$ cat config.mk
export PLATFORM = sky130hd
export DESIGN_NAME = ppu_link_mem
export DESIGN_NICKNAME = d
export VERILOG_FILES = /design/src/rtl/ppu_pkg.sv /design/src/rtl/ppu_link_mem.sv
export SDC_FILE = /design/constraint.sdc
export NUM_CORES = 2
export LEC_CHECK = 0
export BUFFER_PORTS_ARGS = -buffer_cell sky130_fd_sc_hd__buf_2
export CORE_MARGIN = 2
export CORE_UTILIZATION = 65
export DETAILED_ROUTE_END_ITERATION = 10
export PLACE_DENSITY = 0.78
export SETUP_SLACK_MARGIN = 0.05
export SYNTH_ARGS = -nofsm -noshare
export SYNTH_HDL_FRONTEND = slang
export SYNTH_SLANG_ARGS = --single-unit
$ cat constraint.sdc
create_clock -name clk -period 5.8 [get_ports clk]
set_clock_uncertainty 0.1 [all_clocks]
set_input_delay 0.58 -clock clk [delete_from_list [all_inputs] [get_ports clk]]
set_output_delay 0.58 -clock clk [all_outputs]
set_load 0.02 [all_outputs]
$ cat src/rtl/ppu_pkg.sv
// ----------------------------------------------------------------------------
// ppu_pkg
// Types, constants and state codes shared by the particle pool update unit.
// ----------------------------------------------------------------------------
`default_nettype none

package ppu_pkg;

    localparam int POOL_SIZE = 256;
    localparam int SLOT_W    = $clog2(POOL_SIZE);
    localparam int LINK_W    = SLOT_W + 1;      // one more bit for the "none" link
    localparam int COUNT_W   = 9;
    localparam int OUT_SLOT_W = 8;

    localparam logic [7:0]        FULL_OPACITY = 8'd255;
    localparam logic [LINK_W-1:0] NO_SLOT      = LINK_W'(POOL_SIZE);

    localparam logic MODE_TICK  = 1'b0;
    localparam logic MODE_SPAWN = 1'b1;

    typedef struct packed {
        logic               mode;
        logic signed [31:0] pos_x;
        logic signed [31:0] pos_y;
        logic signed [31:0] pos_z;
        logic signed [31:0] vel_x;
        logic signed [31:0] vel_y;
        logic signed [31:0] vel_z;
        logic signed [31:0] acc_x;
        logic signed [31:0] acc_y;
        logic signed [31:0] acc_z;
        logic [14:0]        life_ticks;
        logic [7:0]         fade_step;
    } req_t;

    typedef struct packed {
        logic                  accepted;
        logic [OUT_SLOT_W-1:0] slot;
        logic [COUNT_W-1:0]    live_count;
        logic [COUNT_W-1:0]    expired_count;
    } rsp_t;

    // one particle as held in the data RAM
    typedef struct packed {
        logic [31:0] px;
        logic [31:0] py;
        logic [31:0] pz;
        logic [31:0] vx;
        logic [31:0] vy;
        logic [31:0] vz;
        logic [31:0] ax;
        logic [31:0] ay;
        logic [31:0] az;
        logic [7:0]  opacity;
        logic [7:0]  fade;
        logic [15:0] life;
    } slot_data_t;

    localparam int PART_W = $bits(slot_data_t);

    typedef struct packed {
        logic              en;
        logic [SLOT_W-1:0] addr;
        logic [LINK_W-1:0] data;
    } link_wr_t;

    typedef enum logic [2:0] {
        ST_IDLE,
        ST_SPAWN,
        ST_PROC,
        ST_RELINK,
        ST_FINISH
    } state_t;

endpackage

`default_nettype wire

$ cat src/rtl/ppu_link_mem.sv
// ----------------------------------------------------------------------------
// ppu_link_mem
// Next-slot links of the active and free lists. Entries never written read
// as slot+1 (last slot reads as none), tracked by one valid bit per entry.
// ----------------------------------------------------------------------------
`default_nettype none

module ppu_link_mem
    import ppu_pkg::*;
(
    input  wire logic              clk,
    input  wire logic              rst_n,
    input  wire link_wr_t          wr,
    input  wire logic [SLOT_W-1:0] raddr,
    output logic      [LINK_W-1:0] rdata
);

    logic [LINK_W-1:0] mem [POOL_SIZE];
    logic [POOL_SIZE-1:0] written_reg;
    logic [LINK_W-1:0] mem_q_reg;
    logic              hit_reg;
    logic [SLOT_W-1:0] raddr_reg;

    always_ff @(posedge clk)
    begin
        if (wr.en)
        begin
            mem[wr.addr] <= wr.data;
        end
        mem_q_reg <= mem[raddr];
        raddr_reg <= raddr;
    end

    always_ff @(posedge clk or negedge rst_n)
    begin
        if (!rst_n)
        begin
            written_reg <= '0;
            hit_reg     <= 1'b0;
        end
        else
        begin
            if (wr.en)
            begin
                written_reg[wr.addr] <= 1'b1;
            end
            hit_reg <= written_reg[raddr];
        end
    end

    assign rdata = hit_reg ? mem_q_reg : ({1'b0, raddr_reg} + LINK_W'(1));

endmodule

`default_nettype wire

==> results_dict.tcl <==
set metrics [dict create \
    avgSynthCellArea_sq_um 20.3 \
    maxSlewViolCount 0 \
    power.share.combinational_pct 5.4 \
    irDropWorstVdd_v 0.000326 \
    dp_hpwl_microns 150000 \
    numClockSinks 2578 \
    max_slew_margin_pct 2.36 \
    start_util_pct 65.6 \
    status "completed" \
    drive_gt1_share_pct 25.8 \
    nets 5094 \
    tns_ps 0 \
    timing.rr.start "mem[186][3]$_DFFE_PP_" \
    p_int_uw 30400 \
    finalNonFillerCells 7320 \
    finalCriticalPeriod_ps 3820 \
    fmax_mhz 262 \
    post_cts_buffers 0 \
    min_path_type "in -> reg" \
    muxShareOfSynthArea_pct 15.2 \
    placedCellCount 6853 \
    viasPerCell 7.10 \
    tightest_slew_ps 1460 \
    cap_violations 0 \
    die_w_microns 396 \
    die_h_microns 396 \
    worstSkewPairLatency_ps 880 \
    drcViolationCount 0 \
    syn-cell-area_sq_um 99900 \
    syn-num-nets 4960 \
    worstPathMaxFanout 52 \
    io_pins 37 \
    final_hold_viol_count 0 \
    leakage_uw 0.0373 \
    largest_reg_flops 2304 \
    yosys.area_share.simple_pct 3.92 \
    ys_ff_latch 2578 \
    drt_iter0_markers 8907 \
    yosysSeqAreaShare_pct 76.1 \
    dr.pass1.iters 10 \
    grt_max_degree 205 \
    synth_cells 4931 \
    synth_top_family_by_area "multiplexers" \
    cp-end-kind "flop" \
    grt_overflow 0 \
    cts_tree "done" \
    cts_hold_buf 3 \
    setup_viol_count_final 0 \
    synth_fa_ha_area_share_pct 0.0125 \
    clock_path_buffers 3 \
    worstSetupPathType "in -> reg" \
    synth_edf_count 2304 \
    wirelength_microns 255000 \
    grt_pass1_vias 51688 \
    synthFlopType "edfxtp_1" \
    syn_to_final_growth_pct 10.8 \
    power_switching_uw 8210 \
    numPortBuffers 36 \
    power_density_nw_per_um2 349 \
    p_seq_share_pct 53.1 \
    die-area_sq_um 157000 \
    crit_arrival_ps 4410 \
    antenna_found_initial 11 \
    synth-async-reset-ratio_pct 9.97 \
    cts_made_buffers 236 \
    yosysUniqueCellTypes 49 \
    rsz0062_at_grt "false" \
    crit_start "raddr[0]" \
    hp-start "wr[3]" \
    cp.required_ps 6390 \
    clkPwrFrac_pct 41.4 \
    cts-htree-levels 4 \
    holdWs_ps 146 \
    power_switching_share_pct 21.2 \
    grt_use_total_pct 33.1 \
    root_buffer "clkbuf_16" \
    place_congestion 0.908 \
    finalPower_uw 38700 \
    worstSetupStartpointType "input pin" \
    path_clk_slew_ps 60 \
    cts_resized 0 \
    coreArea_sq_um 152000 \
    wire_per_inst_microns 34.8 \
    yosys_warnings 0 \
    grt_pass1_wl_microns 370000 \
    synth_compound_area_share_pct 3.04 \
    fin_crit_sh_pct 65.8 \
    rows 143 \
    synth_xor_area_share_pct 0.0526 \
    vias 51947 \
    ant_nets 0 \
]
[layout by cell type, fill, tap and decap left out, types with 12 or more instances in the layout]
master and count:
a211oi_1 18, a21oi_1 99, a221oi_1 20, a22o_1 20, a22oi_1 36, buf_12 27, buf_2 23, buf_4 114
bufinv_16 23, clkbuf_1 62, clkbuf_16 245, clkbuf_8 49, clkinv_1 18, clkinv_2 51, dfrtp_1 257, dfxtp_1 17
diode_2 12, edfxtp_1 2304, mux2i_1 277, mux4_2 539, nand2_1 98, nand3_1 32, nor2_1 269, nor3_1 64
nor4_1 21, o21ai_0 15, o221ai_1 110, o22ai_1 80, or2_2 259
[critical path: stages]
cell and delay, ps:
buf_8 580, buf_12 360, buf_4 370, mux4_2 550
a22o_1 270, a221oi_1 380, o22ai_1 140, a211oi_1 970
nor4_1 120
[metal layers]
layer	routed length, microns	vias to the layer above	track usage, %	share of wire [%]
li1	-	20445	-	-
met1	91400	26991	47.0	36
met2	119000	3874	49.9	47
met3	32500	629	8.81	13
met4	11500	8	13.7	4.5
met5	128	-	0.431	0.050
[cell type report]
| cell class | instances | area [sq um] |
|---|---|---|
| Antenna cell | 12 | 30.0 |
| Clock buffer | 346 | 6900 |
| Clock inverter | 105 | 1160 |
| Fill cell | 8295 | 41600 |
| Inverter | 6 | 28.8 |
| Multi-Input combinational cell | 2063 | 22300 |
| Sequential cell | 2578 | 76000 |
| Tap cell | 2030 | 2540 |
| Timing Repair Buffer | 180 | 1720 |
[path summary, 6_finish.rpt]
| kind | endpoint | slack [ps] | depth (start not counted) |
|---|---|---|---|
| setup / recovery | mem_q_reg[5]$_DFF_P_ | 1980 | 9 |
| hold / removal | mem[249][3]$_DFFE_PP_ | 150 | 1 |
| setup reg to reg | mem_q_reg[3]$_DFF_P_ | 2600 | 7 |
| hold reg to reg | written_reg[251]$_DFFE_PN0P_ | 360 | 1 |
| max in group asynchronous | written_reg[5]$_DFFE_PN0P_ | 3710 | 3 |
| min in group asynchronous | written_reg[117]$_DFFE_PN0P_ | 290 | 2 |
[power groups by stage]
stage / clock [uW] / sequential [uW] / combinational [uW]
2_1_floorplan: 0 / 20900 / 1190
3_3_place_gp: 0 / 20900 / 2000
3_5_place_dp: 0 / 20900 / 2050
4_1_cts: 16000 / 20500 / 2070
5_1_grt: 16800 / 20500 / 2190
6_report: 16000 / 20500 / 2100
[synth_stat cells, types with 15 or more instances]
cell	instances	area share (%)
a211oi_1	18	0.14
a21oi_1	99	0.50
a221oi_1	20	0.18
a22o_1	20	0.18
a22oi_1	36	0.27
buf_1	19	0.071
buf_2	60	0.30
buf_4	30	0.23
buf_6	49	0.55
clkbuf_1	121	0.45
dfrtp_1	257	6.4
dfxtp_1	17	0.34
edfxtp_1	2304	69
mux2i_1	277	2.8
mux4_2	539	12
nand2_1	99	0.37
nand3_1	32	0.16
nor2_1	273	1.0
nor3_1	64	0.32
nor4_1	22	0.14
o21ai_0	15	0.075
o221ai_1	110	0.96
o22ai_1	80	0.50
or2_2	259	1.6
[logic make-up after synthesis]
logic type	after synthesis
flops	2578
mux	831
simple gates	794
compound gates	431
buf+inv	290
xor+xnor	6
fa+ha+maj	1
[per-stage QoR]
| stage | instance area, sq um | utilization [%] | setup slack, ps |
|---|---|---|---|
| after global placement | 102000 | 67.3 | 1120 |
| after global routing | 111000 | 72.6 | 1910 |
| after floorplan | 99900 | - | 3100 |
| after CTS | 111000 | 72.6 | 2050 |
| final | 111000 | 72.7 | 1980 |
| after detailed placement | 102000 | 67.3 | 1160 |
(Power assumes the default switching activity.)
