File: src/rtl/ppu_pkg.sv
// ----------------------------------------------------------------------------
// ppu_pkg
// Types, constants and state codes shared by the particle pool update unit.
// ----------------------------------------------------------------------------
`default_nettype none

package ppu_pkg;

    localparam int POOL_SIZE = 256;
    localparam int SLOT_W    = $clog2(POOL_SIZE);
    localparam int LINK_W    = SLOT_W + 1;      // one more bit for the "none" link
    localparam int COUNT_W   = 9;
    localparam int OUT_SLOT_W = 8;

    localparam logic [7:0]        FULL_OPACITY = 8'd255;
    localparam logic [LINK_W-1:0] NO_SLOT      = LINK_W'(POOL_SIZE);

    localparam logic MODE_TICK  = 1'b0;
    localparam logic MODE_SPAWN = 1'b1;

    typedef struct packed {
        logic               mode;
        logic signed [31:0] pos_x;
        logic signed [31:0] pos_y;
        logic signed [31:0] pos_z;
        logic signed [31:0] vel_x;
        logic signed [31:0] vel_y;
        logic signed [31:0] vel_z;
        logic signed [31:0] acc_x;
        logic signed [31:0] acc_y;
        logic signed [31:0] acc_z;
        logic [14:0]        life_ticks;
        logic [7:0]         fade_step;
    } req_t;

    typedef struct packed {
        logic                  accepted;
        logic [OUT_SLOT_W-1:0] slot;
        logic [COUNT_W-1:0]    live_count;
        logic [COUNT_W-1:0]    expired_count;
    } rsp_t;

    // one particle as held in the data RAM
    typedef struct packed {
        logic [31:0] px;
        logic [31:0] py;
        logic [31:0] pz;
        logic [31:0] vx;
        logic [31:0] vy;
        logic [31:0] vz;
        logic [31:0] ax;
        logic [31:0] ay;
        logic [31:0] az;
        logic [7:0]  opacity;
        logic [7:0]  fade;
        logic [15:0] life;
    } slot_data_t;

    localparam int PART_W = $bits(slot_data_t);

    typedef struct packed {
        logic              en;
        logic [SLOT_W-1:0] addr;
        logic [LINK_W-1:0] data;
    } link_wr_t;

    typedef enum logic [2:0] {
        ST_IDLE,
        ST_SPAWN,
        ST_PROC,
        ST_RELINK,
        ST_FINISH
    } state_t;

endpackage

`default_nettype wire

File: src/rtl/ppu_step.sv
// ----------------------------------------------------------------------------
// ppu_step
// One tick of one particle: fade, age, expiry test and motion update.
// ----------------------------------------------------------------------------
`default_nettype none

module ppu_step
    import ppu_pkg::*;
(
    input  wire slot_data_t cur,
    output slot_data_t      upd,
    output logic            dead
);

    logic        borrow;
    logic [15:0] life_dec;

    always_comb
    begin
        borrow   = cur.fade > cur.opacity;
        life_dec = cur.life - 16'd1;
        dead     = borrow || (life_dec == 16'd0);

        upd         = cur;
        upd.opacity = cur.opacity - cur.fade;
        // lifetime is left alone when the opacity wraps
        upd.life    = borrow ? cur.life : life_dec;
        upd.px      = cur.px + cur.vx;
        upd.py      = cur.py + cur.vy;
        upd.pz      = cur.pz + cur.vz;
        upd.vx      = cur.vx + cur.ax;
        upd.vy      = cur.vy + cur.ay;
        upd.vz      = cur.vz + cur.az;
    end

endmodule

`default_nettype wire

File: config.mk
export PLATFORM = sky130hd
export DESIGN_NAME = ppu_step
export DESIGN_NICKNAME = d
export VERILOG_FILES = /design/src/rtl/ppu_pkg.sv /design/src/rtl/ppu_step.sv
export SDC_FILE = /design/constraint.sdc
export NUM_CORES = 1
export LEC_CHECK = 0
export BUFFER_PORTS_ARGS = -buffer_cell sky130_fd_sc_hd__buf_2
export CORE_AREA = 2 2 250 252
export DETAILED_ROUTE_END_ITERATION = 16
export DIE_AREA = 0 0 252 254
export GPL_TIMING_DRIVEN = 0
export SYNTH_ARGS = -nofsm -noshare
export SYNTH_HDL_FRONTEND = slang
export SYNTH_SLANG_ARGS = --single-unit
export TNS_END_PERCENT = 20
File: constraint.sdc
create_clock -name vclk -period 2.4
set_clock_uncertainty 0.2 [all_clocks]
set_input_delay 0 -clock vclk [all_inputs]
set_output_delay 0 -clock vclk [all_outputs]
set_load 0.05 [all_outputs]
==> metrics, run 1 <==
outcome finished with violations; violated checks setup timing; highest-count cells in the layout ignoring fill and taps buf_2, buf_4, a21oi_1, ha_1, buf_6; count of input and output buffers 640; clkbuf count 0; DR WL/cell 19.9 um; worst-path cell chain buf_8 > ha_4 > a21o_1 > a21oi_4 > o31a_1 > o41a_1 > a221o_1 > nor2_4 > nor2_4 > o21ai_4 > xor2_4 > buf_6; Yosys top cell by area ha_1; dpl hpwl about 50000 um; num ports 641; Pleak about 9.2 nW; CP arrival 2.63 ns; sequential share of the synthesized area 0; Seq cells 0; final hold violations 0; Final WS setup -0.435 ns; global-route wire length before repair approximately 83000 um; Synth Net Count 1988; Die Wd 252 um; most common cell after layout, fill and taps aside buf_2; Post-Syn Area 10500 um^2; synth unique cells between 60 and 70; Initial Utilization 0.171; maximum VDD drop slightly above 0.0003 V; CP max stage cell o41a_1; layout cells sized above 1 0.557; Hold Path Stages 3; Final Max Tran Viols 0; First-pass DRT Iterations 5; Crit. End Element output pin; min-delay src cur[9]; share of the synthesized area in the top cell type 0.234; worst hold path class primary input to output pin; Slew @ Worst Pin between 0.8 and 0.9 ns; Top delay family on crit path compound AO/OA/AOI/OAI gates; maxcap violations 0; placed insts 2895; WP depth 12; Mapped Cells 1465; minimum clock period 2.83 ns; Yosys Warn Count 0; number of global-route vias before repair 13.5k; CP peak stage delay 0.45 ns; Final #Nets 2758; total power 9.63 mW; RSZ-0062 raised after global routing yes; DRT Wirelength between 60000 and 70000 um; antenna-violating nets left 0; Worst Setup SP cur[97]; routed via count 14.2k; PwrDens 483 nW/um^2; FP Rows 91; Slew headroom 0.455; endpoints failing setup 87; Hold Crit Endpoint upd[9]; number of antenna violations at the first check in global routing 12; CP Class primary input to output pin; Most common cell on crit path nor2_4; Die Ht 254 um; Area contributors post-synth ha_1, xnor2_1, a21oi_1, buf_4, a21o_1; P&R area growth vs syn 90.0%; syn avg cell area ~7 um^2; largest net degree at the start of global routing 11; Reg area 0 um^2; Total GRT Usage 0.170; Initial DRC Count 650; Die Area 64000 um^2; Non-Filler Instances approximately 3.0k; CP Launch Type primary input; DRC Markers 0; Setup TNS Final -15.43 ns; period utilization 1.18; Critical Path RT 2.20 ns; GP Congestion 0.951; GRT overflow 0; Buf/Inv on CP 2; Max FO, Critical Path 3; Vias/cell 4.70; Core ar. between 60000 and 70000 um^2; Max Freq approximately 350 MHz
-- how the worst max path moves through the flow --
| stage | to |
|---|---|
| 2_1_floorplan | upd[190] |
| 3_3_place_gp | upd[316] |
| 3_5_place_dp | upd[316] |
| 4_1_cts | upd[252] |
| 5_1_grt | upd[252] |
| 6_report | upd[219] |
-- Yosys cell counts, types with 4 or more instances --
cell	n
xor2_1	70
nand2_1	105
o31a_1	6
a31oi_1	25
o21ai_1	43
a21boi_1	4
and3_1	11
o211ai_1	11
a211oi_1	16
fa_1	7
clkbuf_1	25
ha_1	196
o31ai_1	5
nand2b_1	17
nand4_1	13
o21a_1	33
nand3_1	31
nor4_1	10
xnor2_1	128
o22ai_1	5
a21oi_1	174
nor3b_1	5
a21o_1	94
or2_2	8
nor2b_1	22
o21bai_1	21
o21ai_0	58
a221o_1	4
inv_1	44
or3_1	4
buf_4	104
nor2_1	85
nor3_1	22
a221oi_1	4
and2_1	5
-- cells by family (layout without fill, tap and decap cells) --
| family | after synthesis | after routing | synth area share |
|---|---|---|---|
| other | 0 | 4 | 0 |
| and+or+nand+nor | 349 | 350 | 0.159 |
| xor gates and xnor gates | 198 | 198 | 0.165 |
| AOI/OAI and AO/OA | 541 | 541 | 0.329 |
| muxes | 1 | 1 | 0.000954 |
| buffers and inverters | 173 | 940 | 0.0991 |
| adders and majority gates | 203 | 203 | 0.247 |
-- stage by stage --
stage / setup WS, ns / hold WS [ns] / utilization / area (um^2)
after floorplan: -0.296 / -0.0849 / - / 11400
after global placement: -1.13 / 0.193 / 0.254 / 15600
after detailed placement: -1.15 / 0.204 / 0.254 / 15600
after CTS: -0.531 / 0.176 / 0.303 / 18600
after global routing: -0.512 / 0.201 / 0.325 / 19900
final: -0.435 / 0.179 / 0.325 / 19900
-- routing by layer --
metal,track usage,vias to the layer above,wire length [um]
met5,0,-,136
met4,0.0470,18,2080
met3,0.0322,105,4110
met2,0.312,576,30200
met1,0.199,6668,23700
li1,-,6854,-
-- tightest hold or removal path, delay by kind of cell --
kind / cells / cell delay (ns)
buf+inv: 2 / 0.31
xor+xnor: 1 / 0.07
-- final cells by class --
cell class	instances	area, um^2
timing repair buffer	772	5260
fill	6385	41300
inverter	44	168
buffer	124	878
tap	790	988
antenna	4	10.0
multi-input combinational	1293	12600
-- power by group --
group            total, mW  switching, mW  internal (mW)
Combinational         9.63           6.21           3.42
Sequential               0              0              0
Clock          0.000000225              0    0.000000225
Total                 9.63           6.21           3.42
-- timing repair --
action | 4_1_cts | 5_1_grt
hold buffers | 0 | 0
endpoints found under the setup margin | 127 | 127
pin swaps | 177 | 141
gates cloned | 0 | 2
resized for setup | 501 | 198
setup buffers | 81 | 52
Note: power is estimated with default switching activity, not from simulation.
==> inputs of run 2 (changes only) <==
SETUP_SLACK_MARGIN = 0.4   (was not set)
==> run 2 against run 1 <==
The run still ends with setup timing left. First-iteration DRC count decreased by 14%. Critical path type unchanged. Sequential share of layout area is the same. Worst setup slack got worse by 0.032 ns. Die area stayed put. Critical path depth is 2 higher. Global-route usage increased by 0.37 points.
==> metrics, run 2 (same netlist as run 1, synthesis figures left out) <==
outcome finished with violations; violated checks setup timing; Initial DRC Count 560 (-14%); multi-input logic area 13100 um^2 (+3.7%); Slew headroom 0.522 (+0.0661); Max FO, Critical Path 4 (+1); Vias/cell 4.67 (-0.62%); Crit. End Element output pin; Final WS setup -0.466 ns (-0.0315 ns); CP Class primary input to output pin; number of antenna violations at the first check in global routing 12 (unchanged); most common cell after layout, fill and taps aside buf_2; P&R area growth vs syn 96.4%; Hold Crit Endpoint upd[9]; GRT overflow 0 (unchanged); Hold Path Stages 3 (unchanged); layout cells sized above 1 0.583 (+0.0268); Final #Nets 2755 (-0.11%); worst hold path class primary input to output pin; Final Max Tran Viols 0 (unchanged); final hold violations 0 (unchanged); Setup TNS Final -16.10 ns (-0.665 ns); CP arrival 2.67 ns (+0.04 ns); highest-count cells in the layout ignoring fill and taps buf_2, buf_4, buf_6, ha_1, a21oi_1; maxcap violations 0 (unchanged); period utilization 1.19 (+0.0131); post-place setup slack -1.24 ns (-0.0909 ns); FP Rows 91 (unchanged); min-delay src cur[9]; PwrDens 483 nW/um^2 (about the same); total power 9.97 mW (+3.5%); number of global-route vias before repair 13.7k (+1.3%); dpl hpwl 52000 um (+3.0%); Reg area 0 um^2 (unchanged); Die Area 64000 um^2 (unchanged); DRC Markers 0 (unchanged); endpoints failing setup 89 (+2.3%); Max Freq 349 MHz (-1.1%); num ports 641 (unchanged); Seq cells 0 (unchanged); DR WL/cell 20.3 um (+2.0%); maximum VDD drop 0.000336 V (+11%); antenna-violating nets left 0 (unchanged); Initial Utilization 0.171 (unchanged); clkbuf count 0 (unchanged); Die Ht 254 um (unchanged); DRT Wirelength 61400 um (+2.0%); count of input and output buffers 640 (unchanged); Die Wd 252 um (unchanged); minimum clock period 2.87 ns (+0.0315 ns); Critical Path RT 2.20 ns (about the same); Hold Buf Count CTS 0 (unchanged); Slew @ Worst Pin 0.718 ns (-0.0991 ns); CP Launch Type primary input; routed via count 14.1k (-0.69%); RSZ-0062 raised after global routing yes; global-route wire length before repair 84200 um (+1.0%); Fill cells 6300 (-1.3%); First-pass DRT Iterations 5 (unchanged); Pleak 9.35 nW (+2.1%); Core ar. 61300 um^2 (unchanged); GP Congestion 0.935 (-1.6%); Total GRT Usage 0.173 (+0.00371); largest net degree at the start of global routing 11 (unchanged)
run 2: stage by stage:
step	utilization	std cells	area (um^2)	hold WS (ns)
4_1_cts	0.309	2955	18900	0.157
6_report	0.337	3025	20600	0.151
5_1_grt	0.336	3024	20600	0.171
3_3_place_gp	0.265	2895	16200	0.195
3_5_place_dp	0.265	2895	16200	0.199
2_1_floorplan	-	1465	12000	-0.0849
run 2: layout make-up:
cell class	instances	share of cell area
Inverter	44	0.00838
Multi-Input combinational cell	1293	0.635
Timing Repair Buffer	764	0.263
Antenna cell	5	0.000607
Tap cell	790	0.0480
Buffer	129	0.0450
run 2: worst max path at each step:
stage	from	endpoint	slack (ns)	cells past startpoint
floorplan	cur[192]	upd[318]	-0.17	11
global placement	cur[192]	upd[316]	-1.23	13
detailed placement	cur[192]	upd[316]	-1.24	13
CTS	cur[192]	upd[316]	-0.65	13
global route	cur[160]	upd[286]	-0.55	14
finish	cur[160]	upd[286]	-0.47	14
run 2: what timing repair did:
| action | in CTS | in global routing |
|---|---|---|
| pin swaps | 183 | 197 |
| setup endpoints to repair | 160 | 165 |
| gates resized for setup | 509 | 268 |
| endpoints found under the hold margin | 0 | 0 |
| gates cloned | 0 | 2 |
| buffers inserted | 60 | 63 |
run 2: critical path, cell delays in order:
cell      delay (ns)
buf_8           0.11
ha_4            0.16
fa_2            0.36
a21o_1          0.24
a311oi_4        0.29
o31ai_4         0.12
o221ai_4        0.25
o31ai_4         0.11
buf_12          0.14
and3_4          0.20
buf_6           0.12
a31oi_4         0.23
xnor2_4         0.14
buf_6           0.18
run 2: per-layer routing:
layer  routed length [um]  global-route usage
met3                 4430              0.0361
met2                31300               0.327
met1                23100               0.190
met4                 2550              0.0612
met5                   57                   0
run 2: where the power goes:
| part | switching (mW) | internal [mW] |
|---|---|---|
| logic | 6.31 | 3.65 |
| registers | 0 | 0 |
| clock network | 0 | 0.000000284 |
==> inputs of run 3 (changes only) <==
PLACE_DENSITY_LB_ADDON = 0.25   (was not set)
REMOVE_ABC_BUFFERS = 1   (was not set)
==> run 3 against run 2 <==
Die area is the same. Cell count shrank 4.7%. Clock-buffer cell count is the same. First-iteration DRC count shrank 15%. Via count shrank 4.9%. Worst setup slack lost 0.091 ns. Final area shrank 12%. Routed wire length shrank 11%. Core utilization shrank 3.9 points. Highest routed layer unchanged. The flow still finishes with violations (setup timing). Power shrank 7.7%. Fmax shrank 3.1%.
==> metrics, run 3 (same netlist as run 1, synthesis figures left out) <==
Core ar. 61300 um^2 (unchanged); P&R area growth vs syn 73.7%; CP max stage cell a311oi_4; Vias/cell 4.66 (-0.17%); Pleak 8.35 nW (-11%); GP Congestion 0.917 (-1.9%); Initial DRC Count 478 (-15%); minimum clock period 2.96 ns (+0.0907 ns); largest net degree at the start of global routing 18 (+7); Max FO, Critical Path 5 (+1); Reg area 0 um^2 (unchanged); highest-count cells in the layout ignoring fill and taps buf_2, buf_4, a21oi_1, ha_1, xnor2_1; Final Max Tran Viols 0 (unchanged); Initial Utilization 0.171 (unchanged); final hold violations 0 (unchanged); number of global-route vias before repair 13.0k (-5.0%); layout cells sized above 1 0.519 (-0.0640); outcome finished with violations; endpoints failing setup 78 (-12%); Hold Path Stages 2 (-1); worst-path cell chain buf_8 > ha_4 > fa_2 > a21o_1 > a311oi_4 > o31ai_4 > o221ai_4 > o31ai_4 > buf_12 > and3_4 > buf_4 > a31oi_4 > xnor2_1 > buf_4; Non-Filler Instances 2882 (-4.7%); dpl hpwl 46400 um (-11%); maximum VDD drop 0.000317 V (-5.6%); Die Area 64000 um^2 (unchanged); Total GRT Usage 0.154 (-0.0192); Die Wd 252 um (unchanged); Buf/Inv on CP 4 (unchanged); Hold Crit Endpoint upd[96]; CP arrival 2.76 ns (+0.09 ns); Critical Path RT 2.20 ns (about the same); CP peak stage delay 0.36 ns (about the same); met1 Resource Use GR 0.189 (-0.00178); GRT overflow 0 (unchanged); RSZ-0062 raised after global routing yes; number of antenna violations at the first check in global routing 6 (-6); total power 9.20 mW (-7.7%); Max Freq 338 MHz (-3.1%); routed via count 13.4k (-4.9%); Final WS setup -0.557 ns (-0.0907 ns); DR WL/cell 19.0 um (-6.5%); Final #Nets 2614 (-5.1%); most common cell after layout, fill and taps aside buf_2; M2 GR Usage 0.288 (-0.0381); Placed Area 13800 um^2 (-15%); violated checks setup timing; antenna-violating nets left 0 (unchanged); count of input and output buffers 641 (+0.16%); CP Class primary input to output pin; First-pass DRT Iterations 5 (unchanged); Slew headroom 0.581 (+0.0596); final hold slack 0.101 ns (-0.0501 ns); period utilization 1.23 (+0.0378); num ports 641 (unchanged); post-place setup slack -1.51 ns (-0.270 ns); Design Area, Final 18200 um^2 (-12%); CP Launch Type primary input; Core Util, Final 0.298 (-0.0390); clkbuf count 0 (unchanged); FP Rows 91 (unchanged); GR peak layer met2; worst hold path class primary input to output pin; maxcap violations 0 (unchanged); Setup TNS Final -17.29 ns (-1.19 ns); PwrDens 505 nW/um^2 (+4.4%); Slew @ Worst Pin 0.627 ns (-0.0907 ns); Seq cells 0 (unchanged); DRT Wirelength 54700 um (-11%); DRC Markers 0 (unchanged); met3 Use GR 0.0204 (-0.0157); global-route wire length before repair 77300 um (-8.3%); min-delay src cur[96]; Top delay family on crit path compound AO/OA/AOI/OAI gates; Crit. End Element output pin; placed insts 2767 (-4.4%); Die Ht 254 um (unchanged)
[run 3: changes by cell type in the layout (fill, tap and decap cells not counted), sizes merged]
cell    previous run  this run
buf              869       752
nor2              88        87
diode              5         3
clkbuf            24         1
[run 3: what timing repair did]
item,CTS,global route
setup buffers,68,44
endpoints found under the setup margin,169,163
resized for setup,514,229
cloned,0,0
hold buffers,0,0
endpoints found under the hold margin,0,0
pin swaps,186,204
[run 3: worst max path at each step]
stage / start / end / slack (ns) / depth (start not counted)
2_1_floorplan: cur[160] / upd[282] / -0.74 / 11
3_3_place_gp: cur[161] / upd[283] / -1.52 / 12
3_5_place_dp: cur[161] / upd[283] / -1.51 / 12
4_1_cts: cur[256] / upd[284] / -0.61 / 14
5_1_grt: cur[160] / upd[282] / -0.65 / 15
6_report: cur[160] / upd[286] / -0.56 / 14
[run 3: power breakdown]
part           leakage [nW]  switching [mW]  internal (mW)   total (mW)
Combinational          8.35            5.99           3.21         9.20
Clock             0.0000190               0    0.000000169  0.000000169
Sequential                0               0              0            0
[run 3: metal layers]
layer  vias up  share of wire
met5         -        0.00038
met4         4          0.019
met3        48          0.052
met2       486           0.51
met1      6351           0.42
li1       6544              -
[run 3: area by class of cell]
type | count | area, um^2
tap | 790 | 988
inverter | 44 | 165
multi-input combinational | 1292 | 12000
antenna | 3 | 7.51
timing repair buffer | 753 | 5070
fill | 6660 | 43000
